[src/rtl/adc_avg_pkg.sv]
`default_nettype none

package adc_avg_pkg;

  localparam int WIN_DEPTH = 40;
  localparam int ADC_W = 24;
  localparam int SAMPLE_W = 26;
  localparam int SUM_W = 32;
  localparam int NUM_RANGES = 4;
  localparam int RANGE_W = 2;
  localparam int CFG_IDX_W = 4;
  localparam int JUMP_LIMIT = 10000;

  localparam logic [RANGE_W-1:0] RANGE_TOP = RANGE_W'(NUM_RANGES - 1);

  localparam logic [CFG_IDX_W-1:0] REG_ZERO_OFF0 = 4'd0;
  localparam logic [CFG_IDX_W-1:0] REG_ZERO_OFF1 = 4'd1;
  localparam logic [CFG_IDX_W-1:0] REG_ZERO_OFF2 = 4'd2;
  localparam logic [CFG_IDX_W-1:0] REG_ZERO_OFF3 = 4'd3;
  localparam logic [CFG_IDX_W-1:0] REG_AUTO_MODE = 4'd4;
  localparam logic [CFG_IDX_W-1:0] REG_MANUAL_RANGE = 4'd5;
  localparam logic [CFG_IDX_W-1:0] REG_UP_THR = 4'd6;
  localparam logic [CFG_IDX_W-1:0] REG_DOWN_THR = 4'd7;

  localparam logic [SUM_W-1:0] UP_LIM_RST = SUM_W'(64'd6000000 * WIN_DEPTH);
  localparam logic [SUM_W-1:0] DOWN_LIM_RST = SUM_W'(64'd40000 * WIN_DEPTH);

  // mean = |sum| * recip >> shift, exact for |sum| < 2^(SUM_W-1)
  localparam int DIV_SHIFT = SUM_W - 1 + $clog2(WIN_DEPTH);
  localparam logic [63:0] DivRecipFull =
      ((64'd1 << DIV_SHIFT) + 64'(WIN_DEPTH) - 64'd1) / WIN_DEPTH;
  localparam logic [SUM_W-1:0] DIV_RECIP = DivRecipFull[SUM_W-1:0];

  // thresholds are held pre-scaled by the window depth
  typedef struct packed {
    logic [NUM_RANGES-1:0][ADC_W-1:0] zero_offset;
    logic                             auto_mode;
    logic [SUM_W-1:0]                 up_lim;
    logic [SUM_W-1:0]                 down_lim;
  } cfg_t;

endpackage

`default_nettype wire

[src/rtl/adc_avg_cell.sv]
`default_nettype none

module adc_avg_cell (
  input  wire                                         clk_i,
  input  wire                                         rst_ni,
  input  wire                                         en_i,
  input  wire                                         refill_i,
  input  wire  logic signed [adc_avg_pkg::SAMPLE_W-1:0] refill_data_i,
  input  wire  logic signed [adc_avg_pkg::SAMPLE_W-1:0] shift_i,
  output logic signed [adc_avg_pkg::SAMPLE_W-1:0]       q_o
);

  logic signed [adc_avg_pkg::SAMPLE_W-1:0] entry_q;
  logic signed [adc_avg_pkg::SAMPLE_W-1:0] entry_d;

  always_comb begin
    entry_d = entry_q;
    if (en_i) begin
      entry_d = refill_i ? refill_data_i : shift_i;
    end
  end

  always_ff @(posedge clk_i or negedge rst_ni) begin
    if (!rst_ni) begin
      entry_q <= '0;
    end else begin
      entry_q <= entry_d;
    end
  end

  assign q_o = entry_q;

endmodule

`default_nettype wire

[src/rtl/adc_avg_cfg.sv]
`default_nettype none

module adc_avg_cfg (
  input  wire                                    clk_i,
  input  wire                                    rst_ni,
  input  wire                                    cfg_valid_i,
  output logic                                   cfg_ready_o,
  input  wire  [adc_avg_pkg::CFG_IDX_W-1:0]      cfg_index_i,
  input  wire  [adc_avg_pkg::ADC_W-1:0]          cfg_data_i,
  output adc_avg_pkg::cfg_t                      cfg_o,
  output logic                                   range_wr_o,
  output logic [adc_avg_pkg::RANGE_W-1:0]        range_o
);

  adc_avg_pkg::cfg_t cfg_q;
  adc_avg_pkg::cfg_t cfg_d;
  logic              wr;

  assign cfg_ready_o = 1'b1;
  assign wr = cfg_valid_i && cfg_ready_o;

  always_comb begin
    cfg_d = cfg_q;
    range_wr_o = 1'b0;
    range_o = cfg_data_i[adc_avg_pkg::RANGE_W-1:0];
    if (wr) begin
      case (cfg_index_i)
        adc_avg_pkg::REG_ZERO_OFF0, adc_avg_pkg::REG_ZERO_OFF1,
        adc_avg_pkg::REG_ZERO_OFF2, adc_avg_pkg::REG_ZERO_OFF3: begin
          cfg_d.zero_offset[cfg_index_i[adc_avg_pkg::RANGE_W-1:0]] = cfg_data_i;
        end
        adc_avg_pkg::REG_AUTO_MODE: begin
          cfg_d.auto_mode = cfg_data_i[0];
        end
        adc_avg_pkg::REG_MANUAL_RANGE: begin
          range_wr_o = 1'b1;
        end
        adc_avg_pkg::REG_UP_THR: begin
          cfg_d.up_lim = adc_avg_pkg::SUM_W'(cfg_data_i) *
                         adc_avg_pkg::SUM_W'(adc_avg_pkg::WIN_DEPTH);
        end
        adc_avg_pkg::REG_DOWN_THR: begin
          cfg_d.down_lim = adc_avg_pkg::SUM_W'(cfg_data_i) *
                           adc_avg_pkg::SUM_W'(adc_avg_pkg::WIN_DEPTH);
        end
        default: begin
        end
      endcase
    end
  end

  always_ff @(posedge clk_i or negedge rst_ni) begin
    if (!rst_ni) begin
      cfg_q.zero_offset <= '0;
      cfg_q.auto_mode <= 1'b1;
      cfg_q.up_lim <= adc_avg_pkg::UP_LIM_RST;
      cfg_q.down_lim <= adc_avg_pkg::DOWN_LIM_RST;
    end else begin
      cfg_q <= cfg_d;
    end
  end

  assign cfg_o = cfg_q;

endmodule

`default_nettype wire

[src/rtl/adc_avg_div.sv]
`default_nettype none

module adc_avg_div (
  input  wire  logic signed [adc_avg_pkg::SUM_W-1:0]    sum_i,
  output logic signed [adc_avg_pkg::SAMPLE_W-1:0]       mean_o
);

  localparam int MagW = adc_avg_pkg::SUM_W - 1;
  localparam int ProdW = MagW + adc_avg_pkg::SUM_W;

  logic                                   neg;
  logic [adc_avg_pkg::SUM_W-1:0]          abs_full;
  logic [MagW-1:0]                        mag;
  logic [ProdW-1:0]                       prod;
  logic [adc_avg_pkg::SAMPLE_W-1:0]       quot;

  always_comb begin
    neg = sum_i[adc_avg_pkg::SUM_W-1];
    abs_full = neg ? (~sum_i + 1'b1) : sum_i;
    mag = abs_full[MagW-1:0];
    prod = ProdW'(mag) * ProdW'(adc_avg_pkg::DIV_RECIP);
    quot = prod[adc_avg_pkg::DIV_SHIFT +: adc_avg_pkg::SAMPLE_W];
    mean_o = neg ? $signed(~quot + 1'b1) : $signed(quot);
  end

endmodule

`default_nettype wire

[src/rtl/adc_average_autorange.sv]
`default_nettype none

// Moving average over a 40-sample window with automatic gain ranging.
// Each item is one 24-bit offset-binary converter code; it is recentred,
// corrected by the zero offset of the range in force, and shifted into a
// row of window cells, or loads every cell when it lies more than 10000
// away from the last mean. One result (mean truncated toward zero, range
// after the item, range step flag) comes out per item, via the sum stage and
// then the output register. One item is taken every cycle unless the input is
// stalled: the running sum register and the range register close the only
// loop, and the mean divide sits in the output stage. Configuration writes
// are meant for idle periods only.
module adc_average_autorange (
  input  wire                                    clk_i,
  input  wire                                    rst_ni,
  input  wire                                    in_valid_i,
  output logic                                   in_stall_o,
  input  wire  [adc_avg_pkg::ADC_W-1:0]          adc_code_i,
  output logic                                   out_valid_o,
  input  wire                                    out_stall_i,
  output logic signed [adc_avg_pkg::SAMPLE_W-1:0] average_o,
  output logic [adc_avg_pkg::RANGE_W-1:0]        range_o,
  output logic                                   range_changed_o,
  input  wire                                    cfg_valid_i,
  output logic                                   cfg_ready_o,
  input  wire  [adc_avg_pkg::CFG_IDX_W-1:0]      cfg_index_i,
  input  wire  [adc_avg_pkg::ADC_W-1:0]          cfg_data_i
);

  localparam int SW = adc_avg_pkg::SAMPLE_W;
  localparam int KW = adc_avg_pkg::SAMPLE_W + 1;
  localparam int UW = adc_avg_pkg::SUM_W;
  localparam int Depth = adc_avg_pkg::WIN_DEPTH;

  adc_avg_pkg::cfg_t                 cfg;
  logic                              range_wr;
  logic [adc_avg_pkg::RANGE_W-1:0]   range_wdata;

  logic signed [SW-1:0] win_val [Depth];
  logic signed [SW-1:0] code_c;
  logic signed [SW-1:0] off_s;
  logic signed [SW-1:0] sample;
  logic signed [KW-1:0] k_hi;
  logic signed [KW-1:0] k_lo;
  logic signed [UW-1:0] m_hi;
  logic signed [UW-1:0] m_lo;
  logic signed [UW-1:0] sample40;
  logic signed [UW-1:0] eff;
  logic                 jump;
  logic                 in_acc;
  logic                 up_hit;
  logic                 down_hit;
  logic [adc_avg_pkg::RANGE_W-1:0] r_up;
  logic [adc_avg_pkg::RANGE_W-1:0] r_new;

  logic signed [UW-1:0]            sum_q, sum_d;
  logic [adc_avg_pkg::RANGE_W-1:0] range_q, range_d;
  logic                            changed_q, changed_d;
  logic                            s1_valid_q, s1_valid_d;
  logic                            s1_adv;

  logic                            out_valid_q, out_valid_d;
  logic signed [SW-1:0]            average_q, average_d;
  logic [adc_avg_pkg::RANGE_W-1:0] range_out_q, range_out_d;
  logic                            changed_out_q, changed_out_d;
  logic signed [SW-1:0]            mean;

  adc_avg_cfg u_cfg (
    .clk_i       (clk_i),
    .rst_ni      (rst_ni),
    .cfg_valid_i (cfg_valid_i),
    .cfg_ready_o (cfg_ready_o),
    .cfg_index_i (cfg_index_i),
    .cfg_data_i  (cfg_data_i),
    .cfg_o       (cfg),
    .range_wr_o  (range_wr),
    .range_o     (range_wdata)
  );

  assign s1_adv = !out_valid_q || !out_stall_i;
  assign in_stall_o = s1_valid_q && !s1_adv;
  assign in_acc = in_valid_i && !in_stall_o;

  // offset binary to two's complement, then zero offset of the current range
  always_comb begin
    code_c = SW'($signed({~adc_code_i[adc_avg_pkg::ADC_W-1],
                          adc_code_i[adc_avg_pkg::ADC_W-2:0]}));
    off_s = SW'($signed(cfg.zero_offset[range_q]));
    sample = code_c - off_s;
  end

  // |trunc(sum/D) - s| > limit, tested on the sum itself
  always_comb begin
    k_hi = KW'(sample) + KW'(adc_avg_pkg::JUMP_LIMIT + 1);
    k_lo = KW'(sample) - KW'(adc_avg_pkg::JUMP_LIMIT);
    m_hi = UW'(k_hi) * UW'(Depth) - ((k_hi <= 0) ? UW'(Depth - 1) : UW'(0));
    m_lo = UW'(k_lo) * UW'(Depth) - ((k_lo <= 0) ? UW'(Depth - 1) : UW'(0));
    jump = (sum_q >= m_hi) || (sum_q < m_lo);
    sample40 = UW'(sample) * UW'(Depth);
    sum_d = sum_q;
    if (in_acc) begin
      sum_d = jump ? sample40 : sum_q - UW'(win_val[Depth-1]) + UW'(sample);
    end
  end

  always_comb begin
    eff = (sum_d <= 0) ? UW'(Depth) : sum_d;
    up_hit = $unsigned(eff) >= cfg.up_lim;
    down_hit = $unsigned(eff) < cfg.down_lim;
    r_up = range_q;
    if (cfg.auto_mode && up_hit && range_q != adc_avg_pkg::RANGE_TOP) begin
      r_up = range_q + 1'b1;
    end
    r_new = r_up;
    if (cfg.auto_mode && down_hit && r_up != '0) begin
      r_new = r_up - 1'b1;
    end
    range_d = range_q;
    changed_d = changed_q;
    if (in_acc) begin
      range_d = r_new;
      changed_d = r_new != range_q;
    end
    if (range_wr) begin
      range_d = range_wdata;
    end
  end

  for (genvar i = 0; i < Depth; i++) begin : g_win
    if (i == 0) begin : g_head
      adc_avg_cell u_cell (
        .clk_i         (clk_i),
        .rst_ni        (rst_ni),
        .en_i          (in_acc),
        .refill_i      (jump),
        .refill_data_i (sample),
        .shift_i       (sample),
        .q_o           (win_val[i])
      );
    end else begin : g_body
      adc_avg_cell u_cell (
        .clk_i         (clk_i),
        .rst_ni        (rst_ni),
        .en_i          (in_acc),
        .refill_i      (jump),
        .refill_data_i (sample),
        .shift_i       (win_val[i-1]),
        .q_o           (win_val[i])
      );
    end
  end

  adc_avg_div u_div (
    .sum_i  (sum_q),
    .mean_o (mean)
  );

  always_comb begin
    s1_valid_d = s1_valid_q;
    if (in_acc) begin
      s1_valid_d = 1'b1;
    end else if (s1_adv) begin
      s1_valid_d = 1'b0;
    end
    out_valid_d = out_valid_q;
    average_d = average_q;
    range_out_d = range_out_q;
    changed_out_d = changed_out_q;
    if (s1_adv) begin
      out_valid_d = s1_valid_q;
      if (s1_valid_q) begin
        average_d = mean;
        range_out_d = range_q;
        changed_out_d = changed_q;
      end
    end
  end

  always_ff @(posedge clk_i or negedge rst_ni) begin
    if (!rst_ni) begin
      sum_q <= '0;
      range_q <= '0;
      changed_q <= 1'b0;
      s1_valid_q <= 1'b0;
      out_valid_q <= 1'b0;
    end else begin
      sum_q <= sum_d;
      range_q <= range_d;
      changed_q <= changed_d;
      s1_valid_q <= s1_valid_d;
      out_valid_q <= out_valid_d;
    end
  end

  always_ff @(posedge clk_i) begin
    average_q <= average_d;
    range_out_q <= range_out_d;
    changed_out_q <= changed_out_d;
  end

  assign out_valid_o = out_valid_q;
  assign average_o = average_q;
  assign range_o = range_out_q;
  assign range_changed_o = changed_out_q;

`ifndef SYNTHESIS
  a_acc_fills_s1: assert property (@(posedge clk_i) disable iff (!rst_ni)
    in_acc |=> s1_valid_q)
    else $error("accepted item did not reach the sum stage");

  a_refill_sum: assert property (@(posedge clk_i) disable iff (!rst_ni)
    (in_acc && jump) |=> (sum_q == $past(sample40)))
    else $error("window refill left a wrong running sum");

  a_range_step: assert property (@(posedge clk_i) disable iff (!rst_ni)
    (in_acc && !range_wr) |=> (range_q == $past(range_q) ||
                               range_q == $past(range_q) + 2'd1 ||
                               range_q == $past(range_q) - 2'd1))
    else $error("range moved by more than one step");

  a_manual_hold: assert property (@(posedge clk_i) disable iff (!rst_ni)
    (in_acc && !cfg.auto_mode && !range_wr) |=> $stable(range_q))
    else $error("range changed while auto mode is off");
`endif

endmodule

`default_nettype wire

[config.mk]
export PLATFORM = sky130hd
export DESIGN_NAME = adc_average_autorange
export DESIGN_NICKNAME = d
export VERILOG_FILES = /design/src/rtl/adc_avg_pkg.sv /design/src/rtl/adc_avg_cell.sv /design/src/rtl/adc_avg_cfg.sv /design/src/rtl/adc_avg_div.sv /design/src/rtl/adc_average_autorange.sv
export SDC_FILE = /design/constraint.sdc
export NUM_CORES = 2
export LEC_CHECK = 0
export ABC_AREA = 1
export BUFFER_PORTS_ARGS = -buffer_cell sky130_fd_sc_hd__buf_2
export CAP_MARGIN = 20
export CORE_MARGIN = 3
export CORE_UTILIZATION = 50
export CTS_CLUSTER_DIAMETER = 50
export DETAILED_ROUTE_END_ITERATION = 6
export PLACE_DENSITY_LB_ADDON = 0.05
export RECOVER_POWER = 50
export SYNTH_ARGS = -nofsm -noshare
export SYNTH_HDL_FRONTEND = slang
export SYNTH_HIERARCHICAL = 1
export SYNTH_SLANG_ARGS = --single-unit
[constraint.sdc]
create_clock -name clk_i -period 19.35 [get_ports clk_i]
set_clock_uncertainty 0.2 [all_clocks]
set_input_delay 3.87 -clock clk_i [delete_from_list [all_inputs] [get_ports clk_i]]
set_output_delay 3.87 -clock clk_i [all_outputs]
set_load 0.01 [all_outputs]
==> flow_summary.ini <==
[placement]
pre_cts_ws_ns = 0.932
place_hpwl_um = 237000
gp_routability_congestion = 1.02
port_buffers = 87

[logic_synthesis]
synth_edf_count = 29
yosys.area_share.adder_pct = 13.8
synthesis.area_per_instance_um2 = 6.85
netlist_instances = 14535
synth-async-reset-ratio_pct = 97.7
synth_compound_area_share_pct = 3.79
synth.lib_cells_used.distinct = 73
netlist.top_cell.by_area = sky130_fd_sc_hd__dfrtp_1
area_fraction_of_the_dominant_cell_type_after_synthesis_pct = 30.5
synth_top_cells_by_count = sky130_fd_sc_hd__nand2_1 (5645), sky130_fd_sc_hd__inv_1 (3113), sky130_fd_sc_hd__nand3_1 (1313), sky130_fd_sc_hd__dfrtp_1 (1211), sky130_fd_sc_hd__ha_1 (675)
synth_simple_gate_area_share_pct = 31.7
share_of_cell_area_taken_by_muxes_after_synthesis_pct = 0
yosysWarningCount = 6
synth_top_family_by_area = simple AND/OR/NAND/NOR gates
yosysSeqAreaShare_pct = 31.8
synth-main-ff-cell = sky130_fd_sc_hd__dfrtp_1
yosys.cell_count.top_type = sky130_fd_sc_hd__nand2_1
synth_seq_cells = 1257
synth_xor_xnor_area_share_pct = 2.35
yosys-top-cells-area = sky130_fd_sc_hd__dfrtp_1 (30%), sky130_fd_sc_hd__nand2_1 (21%), sky130_fd_sc_hd__inv_1 (12%), sky130_fd_sc_hd__ha_1 (8.5%), sky130_fd_sc_hd__nand3_1 (6.6%)
synth.cell_area_um2 = 99500

[setup_path]
critical_path.max_stage_delay_ns = 0.86
setup.worst_path.start_class = primary input
cpMostUsedCell = sky130_fd_sc_hd__nand2_1
worst_path_required_time_ns = 19.93
arrival_ns = 18.47
cp_slowest_cell = sky130_fd_sc_hd__fa_4
worstSetupEndpointType = flop
crit_type = primary input to flop
timing.critical_path.fanout_max = 28

[floorplanning]
floorplan.die.height_um = 452
placeableCoreArea_um2 = 198000
io_pins = 89
die_area_um2 = 204000
core.rowCount = 163
die_width_um = 452
initial_utilization_pct = 50.3

[run_status]
violations = capacitance limit, slew limit
run_status = finished with violations

[sta]
rsz0062_at_grt = false
hold_viol = 0
max_clock_freq_mhz = 55.9
count_of_pins_over_their_slew_limit = 1410
finalCriticalPeriod_ns = 17.89
post-route-period-util_pct = 92.4
setup-violations-final = 0
worst_pin_slew_ns = 7.64
slew-limit-headroom_pct = -409
setup-tns-final_ns = 0
post-route-worst-setup-slack_ns = 1.46

[detailed_routing]
viasPerCell = 5.18
drc = 0
via_count = 89243
post_drt_wl_per_cell_um = 19.4
first_pass_iters = 6
first_iter_violations = 7941
wl_um = 334000
ant_nets = 0

[final_layout]
nFillCells = 19922
sequential_cell_area_um2 = 31600
final_net_count = 15416
multiInputGateArea_um2 = 51400
share_of_post_route_cells_with_drive_strength_above_1_pct = 5.49
area_delta_synth_final_pct = 6.65

[cts]
post-cts-setup-buffers = 0
clkSinkCount = 1257
post_cts_hold_buffer_count = 0
worst_path_clk_slew_ns = 0.06
cts_buffer_depth = 3
postCtsResizedCells = 0
cts_tree = done
cts_buffers = 174
htree_num_levels = 4
clkLatencyLatePin_ns = 0.85
cts_root_buf = sky130_fd_sc_hd__clkbuf_16

[global_route]
pin_count_of_the_biggest_net_entering_global_routing = 197
global_route.usage.total_pct = 32.4
grt_first_pass_wirelength_um = 514000
grt_antenna_before_repair = 14
grt_remaining_overflow = 0
first_global_vias = 86533

[job]
cap_viol_max_count = 21

[worst_hold_path]
min_path_type = flop to flop
==> final timing paths <==
| check | from | endpoint | slack (ns) | cells after the start |
|---|---|---|---|---|
| hold reg to reg | u_cfg/cfg_o[57] | u_cfg/cfg_o[57] | 0.27 | 2 |
| setup / recovery | adc_code_i[0] | changed_q | 1.46 | 80 |
| setup reg to reg | range_q[1] | changed_q | 2.67 | 81 |
| hold / removal | u_cfg/cfg_o[57] | u_cfg/cfg_o[57] | 0.27 | 2 |
| min in group asynchronous | rst_ni | g_win[36].g_body.u_cell/q_o[23] | 5.63 | 1 |
| max in group asynchronous | rst_ni | g_win[11].g_body.u_cell/q_o[13] | 3.07 | 4 |
==> cells by family (layout without fill, tap and decap cells) <==
kind of cell,Yosys count,count (layout)
AOI/OAI and AO/OA,656,656
xor gates and xnor gates,262,262
adders and majority gates,937,937
and+or+nand+nor,7673,7673
other,3,17
DFF,1257,1257
buffers and inverters,3747,3772
==> worst max-delay path: cells and delay by family <==
| family | cells | cell delay (ns) |
|---|---|---|
| AND/OR/NAND/NOR | 46 | 7.14 |
| buffers and inverters | 11 | 1.59 |
| AO/OA/AOI/OAI | 11 | 2.58 |
| adder cells (fa/ha/maj) | 8 | 2.69 |
| XOR/XNOR | 4 | 0.56 |
==> layer usage <==
layer	wire length [um]	GRT usage (%)	vias up	share of wire, %
met5	13	0	-	0.0039
met4	11800	11.0	2	3.5
met3	20700	4.41	520	6.2
met2	151000	51.3	2680	45
met1	151000	45.6	42899	45
li1	-	-	43142	-
==> sequential cells by signal (all words and copies together) (netlist names) <==
| signal | count |
|---|---|
| sum_q | 32 |
| changed_q | 1 |
| range_q | 2 |
| range_o | 2 |
| average_o | 26 |
| u_cfg/cfg_o | 151 |
| range_changed_o | 1 |
| g_win.g_head.u_cell/q_o | 26 |
| g_win.g_body.u_cell/q_o | 1014 |
| out_valid_o | 1 |
| s1_valid_q | 1 |
==> layout make-up <==
cell class,count,area share [%]
inverters,3259,11.6
multi-input cells,9541,48.5
clock buffers,230,4.60
flip-flops and latches,1257,29.8
well taps,2640,3.11
clock inverters,94,1.26
diodes,4,0.00943
repair buffers,189,1.11
==> through the flow <==
stage / util [%] / cells / hold WS [ns] / area [um2]
5_1_grt: 53.7 / 17211 / 0.284 / 106000
4_1_cts: 53.8 / 17210 / 0.270 / 106000
3_3_place_gp: 50.6 / 16886 / 0.260 / 100000
6_report: 53.7 / 17214 / 0.267 / 106000
2_1_floorplan: - / 14545 / 0.217 / 99500
3_5_place_dp: 50.6 / 16886 / 0.260 / 100000
==> placed cells by master, fill, tap and decap left out, types with 53 or more instances in the layout <==
cell type	n
sky130_fd_sc_hd__xor2_1	181
sky130_fd_sc_hd__nand3_1	1313
sky130_fd_sc_hd__ha_1	675
sky130_fd_sc_hd__nand4_1	89
sky130_fd_sc_hd__xnor2_1	77
sky130_fd_sc_hd__dfrtp_1	1209
sky130_fd_sc_hd__nand2_1	5638
sky130_fd_sc_hd__nor2_1	355
sky130_fd_sc_hd__inv_2	104
sky130_fd_sc_hd__o21ai_0	196
sky130_fd_sc_hd__inv_1	3104
sky130_fd_sc_hd__clkbuf_1	76
sky130_fd_sc_hd__buf_4	76
sky130_fd_sc_hd__fa_1	261
sky130_fd_sc_hd__nand2_2	53
sky130_fd_sc_hd__a21oi_1	295
sky130_fd_sc_hd__nor3_1	55
sky130_fd_sc_hd__clkbuf_16	174
Power is left out: the tool's default activity adds up to more than one toggle a clock period on the data nets, which glitch-free logic cannot reach.
